**src/sv/dfe_pkg.sv**
```systemverilog
// dfe_pkg: shared types, constants and the frame checksum function for the
// four-motor DShot frame encoder. No dependencies.
package dfe_pkg;

	localparam int MOTOR_COUNT   = 4;
	localparam int MOTOR_W       = 2;
	localparam int FRAME_BITS    = 16;
	localparam int SLOTS_PER_BIT = 4;
	localparam int BURST_SLOTS   = FRAME_BITS * SLOTS_PER_BIT;
	localparam int SLOT_CNT_W    = $clog2(BURST_SLOTS);
	localparam int PHASE_W       = $clog2(SLOTS_PER_BIT);
	localparam int BIT_IDX_W     = $clog2(FRAME_BITS);

	localparam int CFG_IDX_W  = 2;
	localparam int CFG_DATA_W = 24;

	typedef logic [CFG_IDX_W-1:0] cfg_idx_t;
	localparam cfg_idx_t CFG_MIN_SPIN        = 2'd0;
	localparam cfg_idx_t CFG_BIDIRECTIONAL   = 2'd1;
	localparam cfg_idx_t CFG_REVERSE_DIR     = 2'd2;
	localparam cfg_idx_t CFG_FAILSAFE_TIMEOUT = 2'd3;

	localparam logic [8:0]  RST_MIN_SPIN         = 9'd40;
	localparam logic        RST_BIDIRECTIONAL    = 1'b1;
	localparam logic        RST_REVERSE_DIR      = 1'b0;
	localparam logic [23:0] RST_FAILSAFE_TIMEOUT = 24'd100000;

	localparam logic MODE_THROTTLE = 1'b0;
	localparam logic MODE_COMMAND  = 1'b1;

	localparam logic [10:0] THR_MAX  = 11'd1022;
	localparam logic [11:0] FWD_BASE = 12'd48;
	localparam logic [11:0] REV_BASE = 12'd1048;
	localparam logic [11:0] SPAN_3D  = 12'd1000;
	localparam logic [11:0] SPAN_UNI = 12'd2001;

	typedef logic [FRAME_BITS-1:0] frame_t;

	typedef struct packed {
		logic [8:0]  min_spin;
		logic        bidirectional;
		logic        reverse_direction;
		logic [23:0] failsafe_timeout_us;
	} cfg_t;

	typedef struct packed {
		logic               mode;
		logic [MOTOR_W-1:0] motor;
		logic signed [11:0] throttle;
		logic [10:0]        command_value;
		logic [31:0]        now_us;
		logic               on_ground;
		logic               failsafe_active;
	} item_t;

	typedef struct packed {
		logic                   load;
		logic [MOTOR_COUNT-1:0] pending;
	} burst_req_t;

	// 12-bit payload value<<1|telemetry, then XOR of its three nibbles
	function automatic frame_t build_frame(input logic [10:0] value, input logic tel);
		logic [11:0] p;
		logic [3:0]  c;
		p = {value, tel};
		c = p[3:0] ^ p[7:4] ^ p[11:8];
		return {p, c};
	endfunction

endpackage

```
**src/sv/dfe_item_if.sv**
```systemverilog
// dfe_item_if: input item channel, valid/ready plus the item fields.
// Depends on dfe_pkg.
interface dfe_item_if import dfe_pkg::*; ();
	logic               valid;
	logic               ready;
	logic               mode;
	logic [MOTOR_W-1:0] motor;
	logic signed [11:0] throttle;
	logic [10:0]        command_value;
	logic [31:0]        now_us;
	logic               on_ground;
	logic               failsafe_active;

	modport source (output valid, mode, motor, throttle, command_value, now_us,
		on_ground, failsafe_active, input ready);
	modport sink (input valid, mode, motor, throttle, command_value, now_us,
		on_ground, failsafe_active, output ready);
endinterface

```
**src/sv/dfe_slot_if.sv**
```systemverilog
// dfe_slot_if: result channel, one quarter-bit slot of line levels per item.
// Depends on dfe_pkg.
interface dfe_slot_if import dfe_pkg::*; ();
	logic                   valid;
	logic                   ready;
	logic [MOTOR_COUNT-1:0] slot_bits;
	logic                   last_slot;

	modport source (output valid, slot_bits, last_slot, input ready);
	modport sink (input valid, slot_bits, last_slot, output ready);
endinterface

```
**src/sv/dfe_cfg_if.sv**
```systemverilog
// dfe_cfg_if: configuration write channel, register index and write data.
// Depends on dfe_pkg.
interface dfe_cfg_if import dfe_pkg::*; ();
	logic                  valid;
	logic                  ready;
	logic [CFG_IDX_W-1:0]  index;
	logic [CFG_DATA_W-1:0] data;

	modport source (output valid, index, data, input ready);
	modport sink (input valid, index, data, output ready);
endinterface

```
**src/sv/dfe_frame_enc.sv**
```systemverilog
// dfe_frame_enc: throttle mapping, failsafe tracking and frame build for one item.
// Holds the failsafe timer state. Depends on dfe_pkg.
module dfe_frame_enc import dfe_pkg::*; (
	input  logic   clk,
	input  logic   arst_n,
	input  logic   fire,
	input  item_t  item,
	input  cfg_t   cfg,
	output frame_t frame
);

	logic [31:0] fs_start_q;
	logic        fs_timing_q;
	logic        fs_off_rst_q;

	logic [9:0]  thr;
	logic [11:0] span;
	logic [11:0] base;
	logic [21:0] prod;
	logic [10:0] mapped;
	logic [31:0] elapsed;
	logic        expired;
	logic        force_zero;
	logic [10:0] value;

	always_comb begin
		if (item.throttle[11])
			thr = '0;
		else if (item.throttle[10:0] > THR_MAX)
			thr = THR_MAX[9:0];
		else
			thr = item.throttle[9:0];

		if (cfg.bidirectional) begin
			span = SPAN_3D - 12'(cfg.min_spin);
			base = (cfg.reverse_direction ? REV_BASE : FWD_BASE) + 12'(cfg.min_spin);
		end else begin
			span = SPAN_UNI - 12'({cfg.min_spin, 1'b0});
			base = FWD_BASE + 12'({cfg.min_spin, 1'b0});
		end
	end

	assign prod   = 22'(thr) * 22'(span);
	assign mapped = 11'(base + prod[21:10]);

	assign elapsed = item.now_us - fs_start_q;
	assign expired = elapsed > 32'(cfg.failsafe_timeout_us);

	// on the first failsafe item after a non-failsafe one the timer starts and the value passes
	assign force_zero = item.on_ground ||
		(item.failsafe_active && fs_timing_q && (fs_off_rst_q || expired));

	always_comb begin
		if (item.mode == MODE_COMMAND)
			value = item.command_value;
		else if (force_zero)
			value = '0;
		else
			value = mapped;
	end

	assign frame = build_frame(value, item.mode == MODE_COMMAND);

	always_ff @(posedge clk or negedge arst_n) begin
		if (!arst_n) begin
			fs_timing_q  <= 1'b1;
			fs_off_rst_q <= 1'b1;
		end else if (fire && item.mode == MODE_THROTTLE) begin
			if (item.failsafe_active) begin
				fs_timing_q <= 1'b1;
			end else begin
				fs_timing_q  <= 1'b0;
				fs_off_rst_q <= 1'b0;
			end
		end
	end

	always_ff @(posedge clk) begin
		if (fire && item.mode == MODE_THROTTLE && item.failsafe_active && !fs_timing_q)
			fs_start_q <= item.now_us;
	end

endmodule

```
**src/sv/dfe_burst.sv**
```systemverilog
// dfe_burst: snapshot of the four frames and the 64-slot line-level sequencer
// with its output register. Depends on dfe_pkg and dfe_slot_if.
module dfe_burst import dfe_pkg::*; (
	input  logic                          clk,
	input  logic                          arst_n,
	input  burst_req_t                    req,
	input  frame_t [MOTOR_COUNT-1:0]      frames,
	output logic                          load_ready,
	dfe_slot_if.source                    slots
);

	localparam logic [SLOT_CNT_W-1:0] CNT_LAST   = SLOT_CNT_W'(BURST_SLOTS - 1);
	localparam logic [PHASE_W-1:0]    PHASE_LAST = PHASE_W'(SLOTS_PER_BIT - 1);
	localparam logic [BIT_IDX_W-1:0]  BIT_TOP    = BIT_IDX_W'(FRAME_BITS - 1);

	logic                          busy_q;
	logic [SLOT_CNT_W-1:0]         cnt_q;
	logic [MOTOR_COUNT-1:0]        pend_q;
	frame_t [MOTOR_COUNT-1:0]      frames_q;
	logic                          out_valid_q;
	logic [MOTOR_COUNT-1:0]        slot_q;
	logic                          last_q;

	logic                          adv;
	logic [BIT_IDX_W-1:0]          bit_idx;
	logic [PHASE_W-1:0]            phase;
	logic [MOTOR_COUNT-1:0]        level;

	// a new burst may load on the edge that issues the final slot
	assign load_ready = !busy_q || (adv && cnt_q == CNT_LAST);
	assign adv        = busy_q && (!out_valid_q || slots.ready);

	assign bit_idx = BIT_TOP - cnt_q[SLOT_CNT_W-1:PHASE_W];
	assign phase   = cnt_q[PHASE_W-1:0];

	always_comb begin
		for (int k = 0; k < MOTOR_COUNT; k++) begin
			if (phase == '0)
				level[k] = pend_q[k];
			else if (phase == PHASE_LAST)
				level[k] = 1'b0;
			else
				level[k] = pend_q[k] & frames_q[k][bit_idx];
		end
	end

	always_ff @(posedge clk or negedge arst_n) begin
		if (!arst_n) begin
			busy_q      <= 1'b0;
			cnt_q       <= '0;
			pend_q      <= '0;
			out_valid_q <= 1'b0;
		end else begin
			if (req.load && load_ready) begin
				busy_q <= 1'b1;
				cnt_q  <= '0;
				pend_q <= req.pending;
			end else if (adv) begin
				if (cnt_q == CNT_LAST) begin
					busy_q <= 1'b0;
					cnt_q  <= '0;
				end else begin
					cnt_q <= cnt_q + 1'b1;
				end
			end
			if (adv)
				out_valid_q <= 1'b1;
			else if (slots.ready)
				out_valid_q <= 1'b0;
		end
	end

	always_ff @(posedge clk) begin
		if (req.load && load_ready)
			frames_q <= frames;
		if (adv) begin
			slot_q <= level;
			last_q <= (cnt_q == CNT_LAST);
		end
	end

	assign slots.valid     = out_valid_q;
	assign slots.slot_bits = slot_q;
	assign slots.last_slot = last_q;

`ifndef SYNTHESIS
	a_idle_cnt_zero: assert property (@(posedge clk) disable iff (!arst_n)
		!busy_q |-> cnt_q == '0)
		else $error("slot counter not parked while idle");

	a_last_slot_ends: assert property (@(posedge clk) disable iff (!arst_n)
		adv && cnt_q == CNT_LAST |=> slots.valid && slots.last_slot)
		else $error("burst did not end on its last slot");

	a_load_snapshot: assert property (@(posedge clk) disable iff (!arst_n)
		req.load && load_ready |=> busy_q && pend_q == $past(req.pending))
		else $error("burst load lost pending marks");
`endif

endmodule

```
**src/sv/dshot_four_motor_frame_encoder_top.sv**
```systemverilog
// Four-motor DShot frame encoder top: input register, frame store and burst; uses dfe_pkg.
// Output: a last-motor item passes the input register and the burst load before its first
// slot is registered, then one slot per cycle for 64 slots while the output is taken.
// Throughput: one item per cycle; a last-motor item waits in the input register until the
// running burst issues its final slot, so sets of four items are taken at the pace of the bursts.
// Reset (arst_n, async active low): nothing pending, config at defaults, failsafe held off.
module dshot_four_motor_frame_encoder_top import dfe_pkg::*; (
	input  logic       clk,
	input  logic       arst_n,
	dfe_item_if.sink   cmd,
	dfe_cfg_if.sink    cfg,
	dfe_slot_if.source slots
);

	cfg_t                   cfg_q;
	logic                   valid_s1;
	item_t                  item_s1;
	frame_t [MOTOR_COUNT-1:0] store_q;
	logic [MOTOR_COUNT-1:0] pending_q;

	frame_t                 new_frame;
	logic                   in_range;
	logic                   is_trigger;
	logic                   burst_ready;
	logic                   consume;
	logic [MOTOR_COUNT-1:0] motor_hot;
	burst_req_t             req;
	frame_t [MOTOR_COUNT-1:0] burst_frames;

	// configuration port
	assign cfg.ready = 1'b1;

	always_ff @(posedge clk or negedge arst_n) begin
		if (!arst_n) begin
			cfg_q.min_spin            <= RST_MIN_SPIN;
			cfg_q.bidirectional       <= RST_BIDIRECTIONAL;
			cfg_q.reverse_direction   <= RST_REVERSE_DIR;
			cfg_q.failsafe_timeout_us <= RST_FAILSAFE_TIMEOUT;
		end else if (cfg.valid) begin
			unique case (cfg.index)
				CFG_MIN_SPIN:         cfg_q.min_spin            <= cfg.data[8:0];
				CFG_BIDIRECTIONAL:    cfg_q.bidirectional       <= cfg.data[0];
				CFG_REVERSE_DIR:      cfg_q.reverse_direction   <= cfg.data[0];
				CFG_FAILSAFE_TIMEOUT: cfg_q.failsafe_timeout_us <= cfg.data[23:0];
				default: ;
			endcase
		end
	end

	// input register
	assign in_range   = 32'(item_s1.motor) < 32'(MOTOR_COUNT);
	assign is_trigger = item_s1.motor == MOTOR_W'(MOTOR_COUNT - 1);
	assign consume    = valid_s1 && (!is_trigger || burst_ready);
	assign cmd.ready  = !valid_s1 || consume;

	always_ff @(posedge clk or negedge arst_n) begin
		if (!arst_n)
			valid_s1 <= 1'b0;
		else if (cmd.ready)
			valid_s1 <= cmd.valid;
	end

	always_ff @(posedge clk) begin
		if (cmd.ready && cmd.valid) begin
			item_s1.mode            <= cmd.mode;
			item_s1.motor           <= cmd.motor;
			item_s1.throttle        <= cmd.throttle;
			item_s1.command_value   <= cmd.command_value;
			item_s1.now_us          <= cmd.now_us;
			item_s1.on_ground       <= cmd.on_ground;
			item_s1.failsafe_active <= cmd.failsafe_active;
		end
	end

	dfe_frame_enc u_enc (
		.clk    (clk),
		.arst_n (arst_n),
		.fire   (consume && in_range),
		.item   (item_s1),
		.cfg    (cfg_q),
		.frame  (new_frame)
	);

	// the trigger item's own frame goes straight into the burst snapshot
	always_comb begin
		for (int k = 0; k < MOTOR_COUNT; k++) begin
			motor_hot[k]    = in_range && (item_s1.motor == MOTOR_W'(k));
			burst_frames[k] = motor_hot[k] ? new_frame : store_q[k];
		end
		req.load    = consume && in_range && is_trigger;
		req.pending = pending_q | motor_hot;
	end

	always_ff @(posedge clk or negedge arst_n) begin
		if (!arst_n)
			pending_q <= '0;
		else if (consume && in_range)
			pending_q <= is_trigger ? '0 : (pending_q | motor_hot);
	end

	always_ff @(posedge clk) begin
		for (int k = 0; k < MOTOR_COUNT; k++) begin
			if (consume && motor_hot[k])
				store_q[k] <= new_frame;
		end
	end

	dfe_burst u_burst (
		.clk        (clk),
		.arst_n     (arst_n),
		.req        (req),
		.frames     (burst_frames),
		.load_ready (burst_ready),
		.slots      (slots)
	);

`ifndef SYNTHESIS
	a_trigger_held: assert property (@(posedge clk) disable iff (!arst_n)
		valid_s1 && is_trigger && !burst_ready |=> valid_s1 && is_trigger)
		else $error("stalled trigger item dropped");

	a_held_item_stable: assert property (@(posedge clk) disable iff (!arst_n)
		valid_s1 && !consume |=> valid_s1 && $stable(item_s1))
		else $error("waiting item changed");

	a_pending_cleared: assert property (@(posedge clk) disable iff (!arst_n)
		req.load |=> pending_q == '0)
		else $error("pending marks survive a burst");
`endif

endmodule
```
**src/flat_wrapper.sv**
```systemverilog
// flat-port wrapper written by rule: the top's interface ports become plain ports
module dshot_four_motor_frame_encoder_top_flat import dfe_pkg::*;
  (clk, arst_n, cmd_valid, cmd_mode, cmd_motor, cmd_throttle, cmd_command_value, cmd_now_us, cmd_on_ground, cmd_failsafe_active, cmd_ready, cfg_valid, cfg_index, cfg_data, cfg_ready, slots_valid, slots_slot_bits, slots_last_slot, slots_ready);
  dfe_item_if cmd_i ();
  dfe_cfg_if cfg_i ();
  dfe_slot_if slots_i ();
  input  logic clk;
  input  logic arst_n;
  input wire logic [$bits(cmd_i.valid)-1:0] cmd_valid;
  input wire logic [$bits(cmd_i.mode)-1:0] cmd_mode;
  input wire logic [$bits(cmd_i.motor)-1:0] cmd_motor;
  input wire logic [$bits(cmd_i.throttle)-1:0] cmd_throttle;
  input wire logic [$bits(cmd_i.command_value)-1:0] cmd_command_value;
  input wire logic [$bits(cmd_i.now_us)-1:0] cmd_now_us;
  input wire logic [$bits(cmd_i.on_ground)-1:0] cmd_on_ground;
  input wire logic [$bits(cmd_i.failsafe_active)-1:0] cmd_failsafe_active;
  output wire logic [$bits(cmd_i.ready)-1:0] cmd_ready;
  input wire logic [$bits(cfg_i.valid)-1:0] cfg_valid;
  input wire logic [$bits(cfg_i.index)-1:0] cfg_index;
  input wire logic [$bits(cfg_i.data)-1:0] cfg_data;
  output wire logic [$bits(cfg_i.ready)-1:0] cfg_ready;
  output wire logic [$bits(slots_i.valid)-1:0] slots_valid;
  output wire logic [$bits(slots_i.slot_bits)-1:0] slots_slot_bits;
  output wire logic [$bits(slots_i.last_slot)-1:0] slots_last_slot;
  input wire logic [$bits(slots_i.ready)-1:0] slots_ready;
  assign cmd_i.valid = cmd_valid;
  assign cmd_i.mode = cmd_mode;
  assign cmd_i.motor = cmd_motor;
  assign cmd_i.throttle = cmd_throttle;
  assign cmd_i.command_value = cmd_command_value;
  assign cmd_i.now_us = cmd_now_us;
  assign cmd_i.on_ground = cmd_on_ground;
  assign cmd_i.failsafe_active = cmd_failsafe_active;
  assign cmd_ready = cmd_i.ready;
  assign cfg_i.valid = cfg_valid;
  assign cfg_i.index = cfg_index;
  assign cfg_i.data = cfg_data;
  assign cfg_ready = cfg_i.ready;
  assign slots_valid = slots_i.valid;
  assign slots_slot_bits = slots_i.slot_bits;
  assign slots_last_slot = slots_i.last_slot;
  assign slots_i.ready = slots_ready;
  dshot_four_motor_frame_encoder_top u_core (.clk(clk), .arst_n(arst_n), .cmd(cmd_i), .cfg(cfg_i), .slots(slots_i));
endmodule
```
**config.mk**
```make
export PLATFORM = sky130hd
export DESIGN_NAME = dshot_four_motor_frame_encoder_top_flat
export DESIGN_NICKNAME = d
export VERILOG_FILES = /design/src/sv/dfe_pkg.sv /design/src/sv/dfe_item_if.sv /design/src/sv/dfe_slot_if.sv /design/src/sv/dfe_cfg_if.sv /design/src/sv/dfe_frame_enc.sv /design/src/sv/dfe_burst.sv /design/src/sv/dshot_four_motor_frame_encoder_top.sv /design/src/flat_wrapper.sv
export SDC_FILE = /design/constraint.sdc
export NUM_CORES = 1
export LEC_CHECK = 0
export ABC_CLOCK_PERIOD_IN_PS = 10400
export BUFFER_PORTS_ARGS = -buffer_cell sky130_fd_sc_hd__buf_2
export CAP_MARGIN = 20
export CORE_UTILIZATION = 60
export CTS_CLUSTER_DIAMETER = 200
export DETAILED_ROUTE_END_ITERATION = 8
export HOLD_SLACK_MARGIN = 0.1
export PLACE_DENSITY = 0.89
export SLEW_MARGIN = 20
export SYNTH_ARGS = -nofsm -noshare
export SYNTH_HDL_FRONTEND = slang
export SYNTH_SLANG_ARGS = --single-unit
```
**constraint.sdc**
```tcl
create_clock -name clk -period 10.4 [get_ports clk]
set_input_delay 2.6 -clock clk [delete_from_list [all_inputs] [get_ports clk]]
set_output_delay 2.6 -clock clk [all_outputs]
set_load 0.01 [all_outputs]
```
==> results.cfg <==
[setup_path]
worst-path-max-fanout = 49
critical_path_required_ns = 10.67
max_stage_delay_ns = 1.06
crit_family = compound AO/OA/AOI/OAI gates
critical_path_class = register to register
crit_slowest_cell = dfstp_2
critPathBufInv = 4
r2r_slack_ns = 0.59
crit_start = u_core.cfg_q[25]$_DFFE_PN1P_
end_kind = register
r2r_start = u_core.cfg_q[25]$_DFFE_PN1P_
endpoint = u_core.u_burst.frames_q[51]$_DFFE_PP_
path_depth = 33
reg2reg_depth = 33
crit_arrival_ns = 10.08
reg2reg_to = u_core.u_burst.frames_q[51]$_DFFE_PP_
start_kind = register

[logic_synthesis]
ys_warn_count = 0
syn-instance-count = 1562
seq_area_frac_synth_pct = 46.5
syn-num-nets = 1852
avgSynthCellArea_um2 = 11.1
syn_area_mm2 = 0.0174
postSynth.asyncResetShare_pct = 19.1
synth-seq-cells = 278
synthFlopType = edfxtp_1
synth_edf_count = 225
synth.distinct_cells = 76

[floorplanning]
die_h_um = 172
dieArea_mm2 = 0.0297
ios = 99
die_w_um = 172
coreArea_mm2 = 0.0282
start_util_pct = 61.8
rows = 61

[sta]
setup_viol = 0
slew_violations = 0
fin_crit_sh_pct = 94.4
slew_headroom_pct = 27.0
period_needed_ns = 9.81
setup_tns_ns = 0
rsz0062_at_grt = no
fin_skew_ns = 0.0164
finalHoldViolations = 0
fmax_ghz = 0.102
worst_pin_slew_ns = 1.09
holdWs_ns = 0.458

[global_routing]
grt-ovfl-total = 0
grt_use_total_pct = 28.2
antenna_found_initial = 2
grt_pass1_vias = 12535
grt_max_degree = 65
grt_pass1_wl_um = 64300

[route]
drc_errors = 0
first_pass_iters = 8
viasPerCell = 6.02
wl_um = 40200
drt_iter0_markers = 1252
vias = 12316
detail-route-antenna-nets = 0
wl_per_cell_um = 19.7

[pwr]
p_leak_nw = 8.20
peakVddDrop_mv = 0.519
pwr_density_cell_mw_per_mm2 = 368

[cts]
cts_root_buf = clkbuf_16
cts_inserted_buffers = 28
cts_tree = done
clkTransAtPathRegs_ns = 0.06
clock-sinks = 278
clk_latency_ns = 0.57
post_cts_buffers = 0
htree_levels = 1
cts_max_path_buffers = 3

[outcome]
outcome = completed

[layout]
final_area_mm2 = 0.0191
drive_gt1_share_pct = 15.1
final_net_count = 1935
syn_to_final_growth_pct = 9.66

[placement]
io_buffers = 97
dp_hpwl_um = 29200
postPlaceCellArea_mm2 = 0.0182
gp_congestion = 0.966

[job]
max_cap_viol_count = 0

[min_path]
worstHoldPathType = register to register
how the worst min path moves through the flow:
| stage | cells past startpoint | start | endpoint | slack [ns] |
|---|---|---|---|---|
| 2_1_floorplan | 0 | u_core.item_s1[2]$_DFFE_PP_ | u_core.u_enc.fs_start_q[0]$_DFFE_PP_ | 0.43 |
| 3_3_place_gp | 0 | u_core.item_s1[24]$_DFFE_PP_ | u_core.u_enc.fs_start_q[22]$_DFFE_PP_ | 0.44 |
| 3_5_place_dp | 0 | u_core.item_s1[23]$_DFFE_PP_ | u_core.u_enc.fs_start_q[21]$_DFFE_PP_ | 0.44 |
| 4_1_cts | 0 | u_core.item_s1[23]$_DFFE_PP_ | u_core.u_enc.fs_start_q[21]$_DFFE_PP_ | 0.46 |
| 5_1_grt | 0 | u_core.item_s1[27]$_DFFE_PP_ | u_core.u_enc.fs_start_q[25]$_DFFE_PP_ | 0.47 |
| 6_report | 0 | u_core.item_s1[23]$_DFFE_PP_ | u_core.u_enc.fs_start_q[21]$_DFFE_PP_ | 0.46 |
per-stage QoR:
stage          setup WS (ns)  instances  total power, mW  utilization [%]
6_report               0.588       2046             7.02             67.8
5_1_grt               0.0517       2046             7.64             67.8
4_1_cts                0.641       2044             7.01             67.7
3_5_place_dp           0.639       1993             6.02             64.7
3_3_place_gp            1.02       1993             5.79             64.7
2_1_floorplan           1.66       1562             5.01                -
cell usage after synthesis (22+ instances only):
| cell type | n | area, um2 |
|---|---|---|
| ha_1 | 128 | 1600 |
| nand2_1 | 146 | 548 |
| a21oi_1 | 79 | 395 |
| mux2_2 | 37 | 417 |
| inv_1 | 174 | 653 |
| edfxtp_1 | 225 | 6760 |
| nor2_1 | 121 | 454 |
| fa_1 | 71 | 1420 |
| nand3_1 | 26 | 130 |
| xnor2_1 | 37 | 324 |
| clkbuf_1 | 42 | 158 |
| dfrtp_1 | 42 | 1050 |
| xor2_1 | 22 | 193 |
| o21ai_0 | 88 | 440 |
| nand2b_1 | 26 | 163 |
cell type report:
class | instances | area (um2)
clock inverter | 18 | 120
multi-input combinational | 1048 | 8390
clock buffer | 33 | 729
tap | 378 | 473
timing repair buffer | 113 | 606
antenna | 2 | 5.00
inverter | 176 | 666
sequential | 278 | 8100
fill | 1969 | 9080
what timing repair did:
action	CTS	global route
resized for setup	0	1
endpoints found under the setup margin	0	8
hold buffers	0	0
cells in the final DEF (no fill, tap or decap), types with 12 or more instances in the layout:
| cell type | synthesis | routed |
|---|---|---|
| nor3_1 | 13 | 13 |
| nor2b_1 | 14 | 14 |
| nand4_1 | 19 | 19 |
| o21ai_1 | 12 | 12 |
| nand2_1 | 146 | 146 |
| inv_1 | 174 | 173 |
| o21ai_0 | 88 | 88 |
| xnor2_1 | 37 | 37 |
| nor2_1 | 121 | 121 |
| buf_2 | 7 | 97 |
| o21a_1 | 20 | 20 |
| mux4_2 | 20 | 20 |
| nand3_1 | 26 | 25 |
| buf_4 | 4 | 16 |
| clkbuf_16 | 0 | 28 |
| nand2b_1 | 26 | 26 |
| fa_1 | 71 | 71 |
| xor2_1 | 22 | 22 |
| dfrtp_1 | 42 | 42 |
| a21o_1 | 20 | 20 |
| edfxtp_1 | 225 | 225 |
| a21oi_1 | 79 | 79 |
| ha_1 | 128 | 128 |
| mux2_2 | 37 | 37 |
sequential cells by signal (all words and copies together) (netlist names):
signal / count
u_core.u_burst.frames_q: 64
u_core.cfg_q: 35
u_core.pending_q: 3
u_core.u_enc.fs_start_q: 32
u_core.u_enc.fs_off_rst_q: 1
u_core.u_burst.slots.last_slot: 1
u_core.u_enc.fs_timing_q: 1
u_core.u_burst.slots.valid: 1
u_core.u_burst.cnt_q: 6
u_core.u_burst.busy_q: 1
u_core.valid_s1: 1
u_core.store_q: 64
u_core.item_s1: 60
u_core.u_burst.slots.slot_bits: 4
u_core.u_burst.pend_q: 4
per-layer routing:
layer	track usage [%]	part of all wire, %	vias up
met3	5.15	8.8	85
met1	35.2	38	5952
met4	9.47	2.8	0
li1	-	-	5666
met5	0	0	-
met2	49.3	50	613
report_power, final:
| part | total, mW | internal [mW] | switching (mW) |
|---|---|---|---|
| combinational | 4.40 | 1.83 | 2.57 |
| clock | 0.935 | 0.505 | 0.431 |
| sequential | 1.68 | 1.57 | 0.111 |
| total | 7.02 | 3.91 | 3.11 |
logic make-up (layout without fill, tap and decap cells):
group | count (synthesis) | in the layout | share of synthesized area, %
adder cells (fa/ha/maj) | 199 | 199 | 17.4
buffers and inverters | 236 | 340 | 5.36
other | 1 | 3 | 0.0215
flip-flops | 278 | 278 | 46.5
XOR/XNOR | 61 | 61 | 3.23
AO/OA/AOI/OAI | 310 | 310 | 11.2
multiplexers | 63 | 63 | 5.33
AND/OR/NAND/NOR | 414 | 414 | 11.0
No activity file was read; power rests on OpenSTA's default activity.
